$ cat config.mk
export PLATFORM = sky130hd
export DESIGN_NAME = register_dump_frame_player_flat
export DESIGN_NICKNAME = d
export VERILOG_FILES = /design/src/design/rdfp_pkg.sv /design/src/design/rdfp_in_if.sv /design/src/design/rdfp_out_if.sv /design/src/design/register_dump_frame_player.sv /design/src/flat_wrapper.sv
export SDC_FILE = /design/constraint.sdc
export NUM_CORES = 1
export LEC_CHECK = 0
export BUFFER_PORTS_ARGS = -buffer_cell sky130_fd_sc_hd__buf_4
export CAP_MARGIN = 20
export CORE_ASPECT_RATIO = 1.2
export CORE_MARGIN = 10
export CORE_UTILIZATION = 25
export DETAILED_ROUTE_END_ITERATION = 7
export PLACE_DENSITY = 0.43
export SKIP_CTS_REPAIR_TIMING = 1
export SLEW_MARGIN = 15
export SYNTH_ARGS = -nofsm -noshare
export SYNTH_HDL_FRONTEND = slang
export SYNTH_SLANG_ARGS = --single-unit
$ cat constraint.sdc
create_clock -name clk -period 7.1 [get_ports clk]
set_input_delay 1.065 -clock clk [delete_from_list [all_inputs] [get_ports clk]]
set_output_delay 1.065 -clock clk [all_outputs]
set_load 0.05 [all_outputs]
$ cat src/design/rdfp_pkg.sv
`timescale 1ns / 1ps
`default_nettype none

package rdfp_pkg;

  localparam int LINE_W   = 10;
  localparam int DELAY_W  = 8;
  localparam int REPEAT_W = 4;
  localparam int POS_W    = 24;
  localparam int BYTE_W   = 8;
  localparam int CSEL_W   = 2;
  localparam int CREG_W   = 4;

  // Register bytes below this value address a chip register.
  localparam int CHIP_REGS = 48;
  // Bit of the register byte that closes a frame.
  localparam int END_BIT = 7;

  localparam int CFG_W     = POS_W;
  localparam int CFG_IDX_W = 2;

  localparam logic [CFG_IDX_W-1:0] CFG_SCAN_LINES   = 2'd0;
  localparam logic [CFG_IDX_W-1:0] CFG_LINE_SKIP    = 2'd1;
  localparam logic [CFG_IDX_W-1:0] CFG_FRAME_REPEAT = 2'd2;
  localparam logic [CFG_IDX_W-1:0] CFG_SONG_LENGTH  = 2'd3;

  localparam logic [LINE_W-1:0] SCAN_LINES_RST = 10'd311;

  localparam logic [POS_W-1:0] POS_MAX = {POS_W{1'b1}};

  // Item kinds, shared by the input command and the result kind.
  localparam logic KIND_TICK = 1'b0;
  localparam logic KIND_PAIR = 1'b1;

  // Steps of the bit-serial line fold (width of the unfolded sum).
  localparam int DIV_STEPS = LINE_W + 1;
  localparam int DIV_CNT_W = $clog2(DIV_STEPS);

  typedef struct packed {
    logic                kind;
    logic [LINE_W-1:0]   next_line;
    logic                frame_request;
    logic                write_valid;
    logic [CSEL_W-1:0]   chip_select;
    logic [CREG_W-1:0]   chip_register;
    logic [BYTE_W-1:0]   chip_data;
    logic                frame_end;
    logic                song_done;
  } out_item_t;

endpackage

`default_nettype wire

$ cat src/design/rdfp_in_if.sv
`timescale 1ns / 1ps
`default_nettype none

interface rdfp_in_if;
  logic                          valid;
  logic                          ready;
  logic                          cmd;
  logic [rdfp_pkg::BYTE_W-1:0]   pair_value;
  logic [rdfp_pkg::BYTE_W-1:0]   pair_register;

  modport source (output valid, output cmd, output pair_value, output pair_register,
                  input ready);
  modport sink (input valid, input cmd, input pair_value, input pair_register,
                output ready);
endinterface

`default_nettype wire

$ cat src/design/rdfp_out_if.sv
`timescale 1ns / 1ps
`default_nettype none

interface rdfp_out_if;
  logic                          valid;
  logic                          ready;
  logic                          kind;
  logic [rdfp_pkg::LINE_W-1:0]   next_line;
  logic                          frame_request;
  logic                          write_valid;
  logic [rdfp_pkg::CSEL_W-1:0]   chip_select;
  logic [rdfp_pkg::CREG_W-1:0]   chip_register;
  logic [rdfp_pkg::BYTE_W-1:0]   chip_data;
  logic                          frame_end;
  logic                          song_done;

  modport source (output valid, output kind, output next_line, output frame_request,
                  output write_valid, output chip_select, output chip_register,
                  output chip_data, output frame_end, output song_done,
                  input ready);
  modport sink (input valid, input kind, input next_line, input frame_request,
                input write_valid, input chip_select, input chip_register,
                input chip_data, input frame_end, input song_done,
                output ready);
endinterface

`default_nettype wire

$ cat src/design/register_dump_frame_player.sv
// Register dump frame player.
// in_ch carries ticks (cmd = 0) and register pairs (cmd = 1); out_ch gives
// exactly one result per input item, in order. A transfer happens on a rising
// clk edge with valid and ready both high. cfg_we/cfg_index/cfg_data write the
// scan_lines, line_skip, frame_repeat and song_length registers; write them
// only while no item is in flight.
// Each result is registered in the output register or the skid entry. A tick
// whose line sum lies beyond twice scan_lines needs a full fold, done by a
// bit-serial remainder unit, one bit per cycle, and in_ch.ready stays low
// until the fold is done. Ticks with line_skip <= scan_lines and all pairs
// sustain one item per cycle while out_ch keeps taking results.
// The result side is a two-entry queue (output register plus skid), so an item
// is still taken while one result waits; in_ch.ready drops when both entries
// are full or the fold unit is busy. in_ch.ready is decoded from registers
// only and does not follow out_ch.ready in the same cycle.
// Reset (rst_n low, synchronous) empties the queue, clears the player state
// and loads the register defaults (scan_lines = 311, all others 0).
`timescale 1ns / 1ps
`default_nettype none

module register_dump_frame_player #(
  parameter int CHIP_REGS = rdfp_pkg::CHIP_REGS
) (
  input  wire                                  clk,
  input  wire                                  rst_n,
  rdfp_in_if.sink                              in_ch,
  rdfp_out_if.source                           out_ch,
  input  wire                                  cfg_we,
  input  wire [rdfp_pkg::CFG_IDX_W-1:0]        cfg_index,
  input  wire [rdfp_pkg::CFG_W-1:0]            cfg_data
);

  localparam int LW = rdfp_pkg::LINE_W;
  // delay product width: value byte times (frame_repeat + 1)
  localparam int PW = rdfp_pkg::BYTE_W + rdfp_pkg::REPEAT_W + 1;

  // configuration registers
  logic [LW-1:0]                     scan_lines_r;
  logic [LW-1:0]                     line_skip_r;
  logic [rdfp_pkg::REPEAT_W-1:0]     frame_repeat_r;
  logic [rdfp_pkg::POS_W-1:0]        song_length_r;

  // player state
  logic [LW-1:0]                     line_pos_r;
  logic [rdfp_pkg::DELAY_W-1:0]      frame_delay_r;
  logic                              frame_open_r;
  logic [rdfp_pkg::POS_W-1:0]        byte_pos_r;
  logic                              done_r;

  // bit-serial fold unit
  logic                              busy_r;
  logic [rdfp_pkg::DIV_CNT_W-1:0]    div_cnt_r;
  logic [LW:0]                       div_num_r;
  logic [LW-1:0]                     div_rem_r;
  logic                              pend_req_r;
  logic                              pend_done_r;

  // result queue
  rdfp_pkg::out_item_t               out_r;
  rdfp_pkg::out_item_t               skid_r;
  logic                              out_valid_r;
  logic                              skid_valid_r;

  logic                              in_fire;
  logic                              is_tick;
  logic [LW:0]                       tick_sum;
  logic [LW:0]                       tick_diff;
  logic [LW:0]                       scan_ext;
  logic                              tick_slow;
  logic [LW-1:0]                     tick_line;
  logic [rdfp_pkg::POS_W:0]          pos_next;
  logic                              pos_hit;
  logic [PW-1:0]                     delay_prod;
  logic [rdfp_pkg::DELAY_W-1:0]      delay_new;
  logic                              chip_hit;
  logic                              end_hit;
  rdfp_pkg::out_item_t               res;
  rdfp_pkg::out_item_t               fin;
  rdfp_pkg::out_item_t               push_item;
  logic [LW:0]                       rem_sh;
  logic [LW-1:0]                     rem_step;
  logic                              div_last;
  logic                              push;
  logic                              pop;

  assign in_ch.ready = !busy_r && !skid_valid_r;
  assign in_fire     = in_ch.valid && in_ch.ready;
  assign is_tick     = (in_ch.cmd == rdfp_pkg::KIND_TICK);

  // Line fold: one subtraction covers sums up to twice scan_lines; anything
  // further goes through the remainder unit.
  assign scan_ext  = {1'b0, scan_lines_r};
  assign tick_sum  = {1'b0, line_pos_r} + {1'b0, line_skip_r};
  assign tick_diff = tick_sum - scan_ext;

  always_comb begin
    tick_slow = 1'b0;
    tick_line = tick_sum[LW-1:0];
    if (scan_lines_r == '0) begin
      tick_line = tick_sum[LW-1:0];
    end else if (tick_sum <= scan_ext) begin
      tick_line = tick_sum[LW-1:0];
    end else if (tick_diff <= scan_ext) begin
      tick_line = tick_diff[LW-1:0];
    end else begin
      tick_slow = 1'b1;
    end
  end

  // Pair path
  assign pos_next   = {1'b0, byte_pos_r} + (rdfp_pkg::POS_W+1)'(2);
  assign pos_hit    = (pos_next >= {1'b0, song_length_r});
  assign delay_prod = PW'(in_ch.pair_value) * PW'({1'b0, frame_repeat_r} + 5'd1);
  assign delay_new  = delay_prod[rdfp_pkg::DELAY_W-1:0] - 8'd1;
  assign chip_hit   = (in_ch.pair_register < 8'(CHIP_REGS));
  assign end_hit    = in_ch.pair_register[rdfp_pkg::END_BIT];

  always_comb begin
    res = '0;
    res.song_done = done_r;
    if (is_tick) begin
      res.kind          = rdfp_pkg::KIND_TICK;
      res.next_line     = tick_line;
      res.frame_request = (frame_delay_r == '0);
    end else begin
      res.kind = rdfp_pkg::KIND_PAIR;
      if (frame_open_r) begin
        res.song_done = done_r || pos_hit;
        res.frame_end = end_hit;
        if (chip_hit) begin
          res.write_valid   = 1'b1;
          res.chip_select   = in_ch.pair_register[5:4];
          res.chip_register = in_ch.pair_register[3:0];
          res.chip_data     = in_ch.pair_value;
        end
      end
    end
  end

  // One restoring remainder step on (sum - 1) mod scan_lines.
  assign rem_sh   = {div_rem_r, div_num_r[LW]};
  assign rem_step = (rem_sh >= scan_ext) ? LW'(rem_sh - scan_ext) : rem_sh[LW-1:0];
  assign div_last = busy_r && (div_cnt_r == rdfp_pkg::DIV_CNT_W'(rdfp_pkg::DIV_STEPS - 1));

  always_comb begin
    fin               = '0;
    fin.kind          = rdfp_pkg::KIND_TICK;
    fin.next_line     = rem_step + LW'(1);
    fin.frame_request = pend_req_r;
    fin.song_done     = pend_done_r;
  end

  assign push      = (in_fire && !(is_tick && tick_slow)) || div_last;
  assign push_item = div_last ? fin : res;
  assign pop       = out_valid_r && out_ch.ready;

  // config
  always_ff @(posedge clk) begin
    if (!rst_n) begin
      scan_lines_r   <= rdfp_pkg::SCAN_LINES_RST;
      line_skip_r    <= '0;
      frame_repeat_r <= '0;
      song_length_r  <= '0;
    end else if (cfg_we) begin
      unique case (cfg_index)
        rdfp_pkg::CFG_SCAN_LINES:   scan_lines_r   <= cfg_data[LW-1:0];
        rdfp_pkg::CFG_LINE_SKIP:    line_skip_r    <= cfg_data[LW-1:0];
        rdfp_pkg::CFG_FRAME_REPEAT: frame_repeat_r <= cfg_data[rdfp_pkg::REPEAT_W-1:0];
        rdfp_pkg::CFG_SONG_LENGTH:  song_length_r  <= cfg_data[rdfp_pkg::POS_W-1:0];
      endcase
    end
  end

  // player state and fold unit
  always_ff @(posedge clk) begin
    if (!rst_n) begin
      line_pos_r    <= '0;
      frame_delay_r <= '0;
      frame_open_r  <= 1'b0;
      byte_pos_r    <= '0;
      done_r        <= 1'b0;
      busy_r        <= 1'b0;
      div_cnt_r     <= '0;
    end else begin
      if (in_fire) begin
        if (is_tick) begin
          if (tick_slow) begin
            busy_r      <= 1'b1;
            div_cnt_r   <= '0;
            div_num_r   <= tick_sum - (LW+1)'(1);
            div_rem_r   <= '0;
            pend_req_r  <= (frame_delay_r == '0);
            pend_done_r <= done_r;
          end else begin
            line_pos_r <= tick_line;
          end
          if (frame_delay_r != '0) begin
            frame_delay_r <= frame_delay_r - 8'd1;
          end else begin
            frame_open_r <= 1'b1;
          end
        end else if (frame_open_r) begin
          if (pos_hit) begin
            done_r <= 1'b1;
          end
          byte_pos_r <= pos_next[rdfp_pkg::POS_W] ? rdfp_pkg::POS_MAX
                                                  : pos_next[rdfp_pkg::POS_W-1:0];
          if (end_hit) begin
            frame_delay_r <= delay_new;
            frame_open_r  <= 1'b0;
          end
        end
      end
      if (busy_r) begin
        div_rem_r <= rem_step;
        div_num_r <= {div_num_r[LW-1:0], 1'b0};
        div_cnt_r <= div_cnt_r + rdfp_pkg::DIV_CNT_W'(1);
        if (div_last) begin
          busy_r     <= 1'b0;
          line_pos_r <= fin.next_line;
        end
      end
    end
  end

  // two-entry result queue; pushes only happen while the skid entry is empty
  always_ff @(posedge clk) begin
    if (!rst_n) begin
      out_valid_r  <= 1'b0;
      skid_valid_r <= 1'b0;
    end else if (skid_valid_r) begin
      if (pop) begin
        out_r        <= skid_r;
        skid_valid_r <= 1'b0;
      end
    end else if (push) begin
      if (!out_valid_r || pop) begin
        out_r       <= push_item;
        out_valid_r <= 1'b1;
      end else begin
        skid_r       <= push_item;
        skid_valid_r <= 1'b1;
      end
    end else if (pop) begin
      out_valid_r <= 1'b0;
    end
  end

  assign out_ch.valid         = out_valid_r;
  assign out_ch.kind          = out_r.kind;
  assign out_ch.next_line     = out_r.next_line;
  assign out_ch.frame_request = out_r.frame_request;
  assign out_ch.write_valid   = out_r.write_valid;
  assign out_ch.chip_select   = out_r.chip_select;
  assign out_ch.chip_register = out_r.chip_register;
  assign out_ch.chip_data     = out_r.chip_data;
  assign out_ch.frame_end     = out_r.frame_end;
  assign out_ch.song_done     = out_r.song_done;

endmodule

`default_nettype wire
$ cat src/flat_wrapper.sv
// flat-port wrapper written by rule: the top's interface ports become plain ports
module register_dump_frame_player_flat 
#(
  parameter int CHIP_REGS = rdfp_pkg::CHIP_REGS
)
  (clk, rst_n, cfg_we, cfg_index, cfg_data, in_ch_valid, in_ch_cmd, in_ch_pair_value, in_ch_pair_register, in_ch_ready, out_ch_valid, out_ch_kind, out_ch_next_line, out_ch_frame_request, out_ch_write_valid, out_ch_chip_select, out_ch_chip_register, out_ch_chip_data, out_ch_frame_end, out_ch_song_done, out_ch_ready);
  rdfp_in_if in_ch_i ();
  rdfp_out_if out_ch_i ();
  input  wire clk;
  input  wire rst_n;
  input  wire cfg_we;
  input  wire [rdfp_pkg::CFG_IDX_W-1:0] cfg_index;
  input  wire [rdfp_pkg::CFG_W-1:0] cfg_data;
  input wire logic [$bits(in_ch_i.valid)-1:0] in_ch_valid;
  input wire logic [$bits(in_ch_i.cmd)-1:0] in_ch_cmd;
  input wire logic [$bits(in_ch_i.pair_value)-1:0] in_ch_pair_value;
  input wire logic [$bits(in_ch_i.pair_register)-1:0] in_ch_pair_register;
  output wire logic [$bits(in_ch_i.ready)-1:0] in_ch_ready;
  output wire logic [$bits(out_ch_i.valid)-1:0] out_ch_valid;
  output wire logic [$bits(out_ch_i.kind)-1:0] out_ch_kind;
  output wire logic [$bits(out_ch_i.next_line)-1:0] out_ch_next_line;
  output wire logic [$bits(out_ch_i.frame_request)-1:0] out_ch_frame_request;
  output wire logic [$bits(out_ch_i.write_valid)-1:0] out_ch_write_valid;
  output wire logic [$bits(out_ch_i.chip_select)-1:0] out_ch_chip_select;
  output wire logic [$bits(out_ch_i.chip_register)-1:0] out_ch_chip_register;
  output wire logic [$bits(out_ch_i.chip_data)-1:0] out_ch_chip_data;
  output wire logic [$bits(out_ch_i.frame_end)-1:0] out_ch_frame_end;
  output wire logic [$bits(out_ch_i.song_done)-1:0] out_ch_song_done;
  input wire logic [$bits(out_ch_i.ready)-1:0] out_ch_ready;
  assign in_ch_i.valid = in_ch_valid;
  assign in_ch_i.cmd = in_ch_cmd;
  assign in_ch_i.pair_value = in_ch_pair_value;
  assign in_ch_i.pair_register = in_ch_pair_register;
  assign in_ch_ready = in_ch_i.ready;
  assign out_ch_valid = out_ch_i.valid;
  assign out_ch_kind = out_ch_i.kind;
  assign out_ch_next_line = out_ch_i.next_line;
  assign out_ch_frame_request = out_ch_i.frame_request;
  assign out_ch_write_valid = out_ch_i.write_valid;
  assign out_ch_chip_select = out_ch_i.chip_select;
  assign out_ch_chip_register = out_ch_i.chip_register;
  assign out_ch_chip_data = out_ch_i.chip_data;
  assign out_ch_frame_end = out_ch_i.frame_end;
  assign out_ch_song_done = out_ch_i.song_done;
  assign out_ch_i.ready = out_ch_ready;
  register_dump_frame_player #(.CHIP_REGS(CHIP_REGS)) u_core (.clk(clk), .rst_n(rst_n), .in_ch(in_ch_i), .out_ch(out_ch_i), .cfg_we(cfg_we), .cfg_index(cfg_index), .cfg_data(cfg_data));
endmodule
==> report_table.html <==
<table>
<tr><th>Metric</th><th>Value</th></tr>
<tr><th colspan="2">Run status</th></tr>
<tr><td>Run status</td><td>completed</td></tr>
<tr><th colspan="2">STA</th></tr>
<tr><td>Unrepaired setup endpoints after global routing</td><td>no</td></tr>
<tr><td>Final Cycle Share</td><td>slightly above 90%</td></tr>
<tr><td>Sum Neg Setup Slack</td><td>0 ps</td></tr>
<tr><td>Max Freq</td><td>154 MHz</td></tr>
<tr><td>Worst slew pin tran</td><td>about 1000 ps</td></tr>
<tr><td>Setup Viol. Count Final</td><td>0</td></tr>
<tr><td>Number of failing hold endpoints at the final stage</td><td>0</td></tr>
<tr><td>Tmin final</td><td>6490 ps</td></tr>
<tr><td>Worst slew slack as a fraction of its limit</td><td>33.7%</td></tr>
<tr><td>Max-slew violation count</td><td>0</td></tr>
<tr><td>Final setup skew</td><td>17.8 ps</td></tr>
<tr><th colspan="2">Die</th></tr>
<tr><td>Ports</td><td>between 70 and 80</td></tr>
<tr><td>Effective utilization at floorplan</td><td>25.2%</td></tr>
<tr><td>Die extent in y</td><td>approximately 260 microns</td></tr>
<tr><td>Core box area</td><td>around 46000 sq um</td></tr>
<tr><td>Die W</td><td>approximately 220 microns</td></tr>
<tr><td>Die Outline Area</td><td>approximately 55000 sq um</td></tr>
<tr><td>Core Rows</td><td>86</td></tr>
<tr><th colspan="2">Setup path</th></tr>
<tr><td>Endpoint class of the critical path</td><td>flop</td></tr>
<tr><td>Required arrival time at the worst endpoint</td><td>7240 ps</td></tr>
<tr><td>Worst Setup SP</td><td>u_core.line_pos_r[0]$_SDFF_PN0_</td></tr>
<tr><td>Critical path peak fanout</td><td>18</td></tr>
<tr><td>Arrival time worst endpoint</td><td>~6600 ps</td></tr>
<tr><td>Critical path class</td><td>reg2reg</td></tr>
<tr><td>Most Frequent Cell on Critical Path</td><td>ha_1</td></tr>
<tr><td>Critical path, cell by cell</td><td>ha_1 -&gt; inv_1 -&gt; fa_1 -&gt; nor2b_4 -&gt; o31a_1 -&gt; o21a_1 -&gt; nor2_4 -&gt; xnor2_2 -&gt; ha_1 -&gt; a211oi_1 -&gt; and3_1 -&gt; nor2_1 -&gt; xnor2_1 -&gt; ha_1 -&gt; nand4_1 -&gt; nor2_1 -&gt; a2111oi_1 -&gt; a221oi_1 -&gt; o2111ai_1 -&gt; a21o_1 -&gt; a21oi_1 -&gt; nor3_2 -&gt; buf_4</td></tr>
<tr><td>Max stage delay cell, worst path</td><td>nor3_2</td></tr>
<tr><td>Worst setup SP type</td><td>flop</td></tr>
<tr><td>CP max stage delay</td><td>820 ps</td></tr>
<tr><td>Worst flop-to-flop path startpoint</td><td>u_core.line_pos_r[0]$_SDFF_PN0_</td></tr>
<tr><th colspan="2">Placement</th></tr>
<tr><td>Number of port buffers</td><td>between 70 and 80</td></tr>
<tr><td>Total cell area at the placement stage</td><td>12800 sq um</td></tr>
<tr><td>Routability congestion estimate</td><td>0.880</td></tr>
<tr><td>HPWL reported at the end of detailed placement</td><td>roughly 26 mm</td></tr>
<tr><th colspan="2">Synthesis</th></tr>
<tr><td>Number of unique standard cell types used by synthesis</td><td>87</td></tr>
<tr><td>Share of flip-flops with an asynchronous set or reset after synthesis</td><td>0%</td></tr>
<tr><td>Post-Syn Area per Cell</td><td>8.97 sq um</td></tr>
<tr><td>Synth Flop Type</td><td>dfxtp_1</td></tr>
<tr><td>Sequential element share of the synthesized area</td><td>38.3%</td></tr>
<tr><td>Number of synthesized flops with an enable pin</td><td>81</td></tr>
<tr><td>Nets in the synthesized netlist</td><td>1432</td></tr>
<tr><td>Syn. warnings</td><td>0</td></tr>
<tr><td>FF+latch count, synth</td><td>180</td></tr>
<tr><td>Area of the mapped netlist</td><td>around 12000 sq um</td></tr>
<tr><td>Synth Instances</td><td>1285</td></tr>
<tr><th colspan="2">Job</th></tr>
<tr><td>Max Cap Viol</td><td>0</td></tr>
<tr><th colspan="2">Clock tree</th></tr>
<tr><td>Clock sinks</td><td>180</td></tr>
<tr><td>Clock transition at the registers of the reported paths</td><td>roughly 80 ps</td></tr>
<tr><td>Clock tree root buffer cell</td><td>clkbuf_16</td></tr>
<tr><td>Maximum level of the CTS H-tree</td><td>4</td></tr>
<tr><td>CTS tree</td><td>yes</td></tr>
<tr><td>Clock Path Buffers</td><td>2</td></tr>
<tr><td>Clock latency of the later-clocked register in the worst-skew pair</td><td>about 460 ps</td></tr>
<tr><td>Number of buffers added by the clock tree synthesis step</td><td>17</td></tr>
<tr><th colspan="2">Power</th></tr>
<tr><td>Final total power</td><td>3.72 mW</td></tr>
<tr><td>Power per standard cell area</td><td>278 nW/um^2</td></tr>
<tr><td>Max IR drop VDD</td><td>0.000180 V</td></tr>
<tr><td>Leak Pwr</td><td>5.35 nW</td></tr>
<tr><th colspan="2">Layout</th></tr>
<tr><td>Commonest non-fill, non-tap cell in the layout</td><td>nand2_1</td></tr>
<tr><td>Signed area change from the synthesized netlist to the final layout</td><td>16.3%</td></tr>
<tr><td>Final net count</td><td>~1500</td></tr>
<tr><td>Layout cells sized above 1</td><td>13.0%</td></tr>
<tr><td>Post-route design area</td><td>13400 sq um</td></tr>
<tr><td>Most used cells in the layout excluding fill and tap cells</td><td>162 x nand2_1, 103 x nor2_1, 99 x dfxtp_1</td></tr>
<tr><td>Antenna diode count</td><td>0</td></tr>
<tr><th colspan="2">Global route</th></tr>
<tr><td>Via count of the first global-routing pass</td><td>slightly above 9000</td></tr>
<tr><td>Pin count of the biggest net entering global routing</td><td>65</td></tr>
<tr><td>Gr usage total</td><td>12.3%</td></tr>
<tr><td>Overflow left after global routing</td><td>0</td></tr>
<tr><td>Wire length of the first global-routing pass</td><td>53.3 mm</td></tr>
<tr><td>Number of antenna violations at the first check in global routing</td><td>0</td></tr>
<tr><th colspan="2">Worst hold path</th></tr>
<tr><td>Hold Crit Start</td><td>u_core.song_length_r[14]$_SDFFE_PN0P_</td></tr>
<tr><td>Type of the tightest min-delay check</td><td>reg2reg</td></tr>
<tr><th colspan="2">Detailed routing</th></tr>
<tr><td>Number of optimization iterations in the first detailed-route pass</td><td>5</td></tr>
<tr><td>Number of DRC violations after detailed routing</td><td>0</td></tr>
<tr><td>Routed len/inst</td><td>roughly 17 microns</td></tr>
<tr><td>DRT Wirelength</td><td>34.4 mm</td></tr>
<tr><td>Ratio of routed vias to standard cells</td><td>approximately 4.8</td></tr>
<tr><td>Detailed Route Iter0 Violations</td><td>529</td></tr>
<tr><td>Via Count</td><td>9411</td></tr>
<tr><td>Antenna viol nets, final</td><td>0</td></tr>
</table>
## logic make-up (layout without fill, tap and decap cells)
kind of cell	Yosys count	count (layout)	share of synthesized area, %
compound gates	300	300	17.0
mux	35	35	3.29
xor+xnor	68	68	5.35
buf+inv	133	205	4.41
simple gates	470	470	19.8
flops	180	180	38.3
fa+ha+maj	99	99	11.8
## cell usage after synthesis, types with 7 or more instances
cell / number / area share (%)
nand2_1: 162 / 5.3
nor2_1: 103 / 3.4
dfxtp_1: 99 / 17
a21oi_1: 86 / 3.7
ha_1: 82 / 8.9
inv_1: 82 / 2.7
edfxtp_1: 81 / 21
o21ai_0: 56 / 2.4
xnor2_1: 45 / 3.4
clkbuf_1: 43 / 1.4
nand3_1: 38 / 1.6
and2_1: 32 / 1.7
nor3_1: 21 / 0.91
xor2_1: 21 / 1.6
a21o_1: 20 / 1.3
and3_1: 20 / 1.1
mux2_2: 19 / 1.9
nand4_1: 19 / 1.0
fa_1: 17 / 3.0
a31oi_1: 16 / 0.87
mux2i_1: 15 / 1.3
o211ai_1: 15 / 0.98
nand2b_1: 14 / 0.76
a211oi_1: 11 / 0.72
nor2b_1: 11 / 0.60
o22ai_1: 10 / 0.54
o21a_1: 9 / 0.59
a311oi_1: 7 / 0.53
nand3b_1: 7 / 0.46
or3_1: 7 / 0.38
## path summary, 6_finish.rpt
kind / to / slack [ps] / cells after the start
max: u_core.skid_r[10]$_DFFE_PP_ / 610 / 23
min: u_core.song_length_r[14]$_SDFFE_PN0P_ / 460 / 2
max reg2reg: u_core.skid_r[10]$_DFFE_PP_ / 610 / 23
min reg2reg: u_core.song_length_r[14]$_SDFFE_PN0P_ / 460 / 2
## power breakdown
part           total, mW  leakage (nW)  switching [mW]  internal (mW)
clock              0.983         0.291           0.506          0.478
combinational       1.43          3.51           0.911          0.521
sequential          1.30          1.54          0.0752           1.23
## metrics by stage
step | hold slack (ps) | instances | worst slack [ps] | utilization, %
6_report | 455 | 1973 | 610 | 29.3
5_1_grt | 476 | 1973 | 187 | 29.3
4_1_cts | 458 | 1973 | 567 | 29.3
3_5_place_dp | 447 | 1941 | 580 | 28.0
3_3_place_gp | 444 | 1941 | 834 | 28.0
2_1_floorplan | 432 | 1285 | 332 | -
## sequential cells by signal, indices dropped and copies added (netlist names), 2 cells and up
name                         cells
u_core.skid_r                   29
u_core.out_ch.next_line         10
u_core.div_rem_r                10
u_core.div_num_r                11
u_core.byte_pos_r               24
u_core.frame_delay_r             8
u_core.div_cnt_r                 4
u_core.out_ch.chip_register      4
u_core.out_ch.chip_data          8
u_core.song_length_r            24
u_core.out_ch.chip_select        2
u_core.scan_lines_r             10
u_core.frame_repeat_r            4
u_core.line_skip_r              10
u_core.line_pos_r               10
## layout make-up
type	instances	area, sq um
Timing Repair Buffer	88	661
Clock buffer	17	425
Fill cell	4882	32300
Tap cell	616	771
Inverter	85	319
Clock inverter	15	171
Multi-Input combinational cell	972	6640
Sequential cell	180	4410
## routing by layer
metal / global-route usage, % / vias to the layer above / routed length [microns]
li1: - / 4710 / -
met1: 15.0 / 4499 / 15400
met2: 21.4 / 162 / 17000
met3: 2.20 / 40 / 1150
met4: 4.50 / 0 / 914
met5: 0 / - / 0
## worst max-delay path, delay by kind of cell, from the launching register on
kind | cells | cell delay, ps
AOI/OAI and AO/OA | 8 | 2050
xor gates and xnor gates | 2 | 510
adders and majority gates | 4 | 1280
buffers and inverters | 2 | 480
DFF | 1 | 350
and+or+nand+nor | 7 | 1500
(Power assumes the default switching activity.)
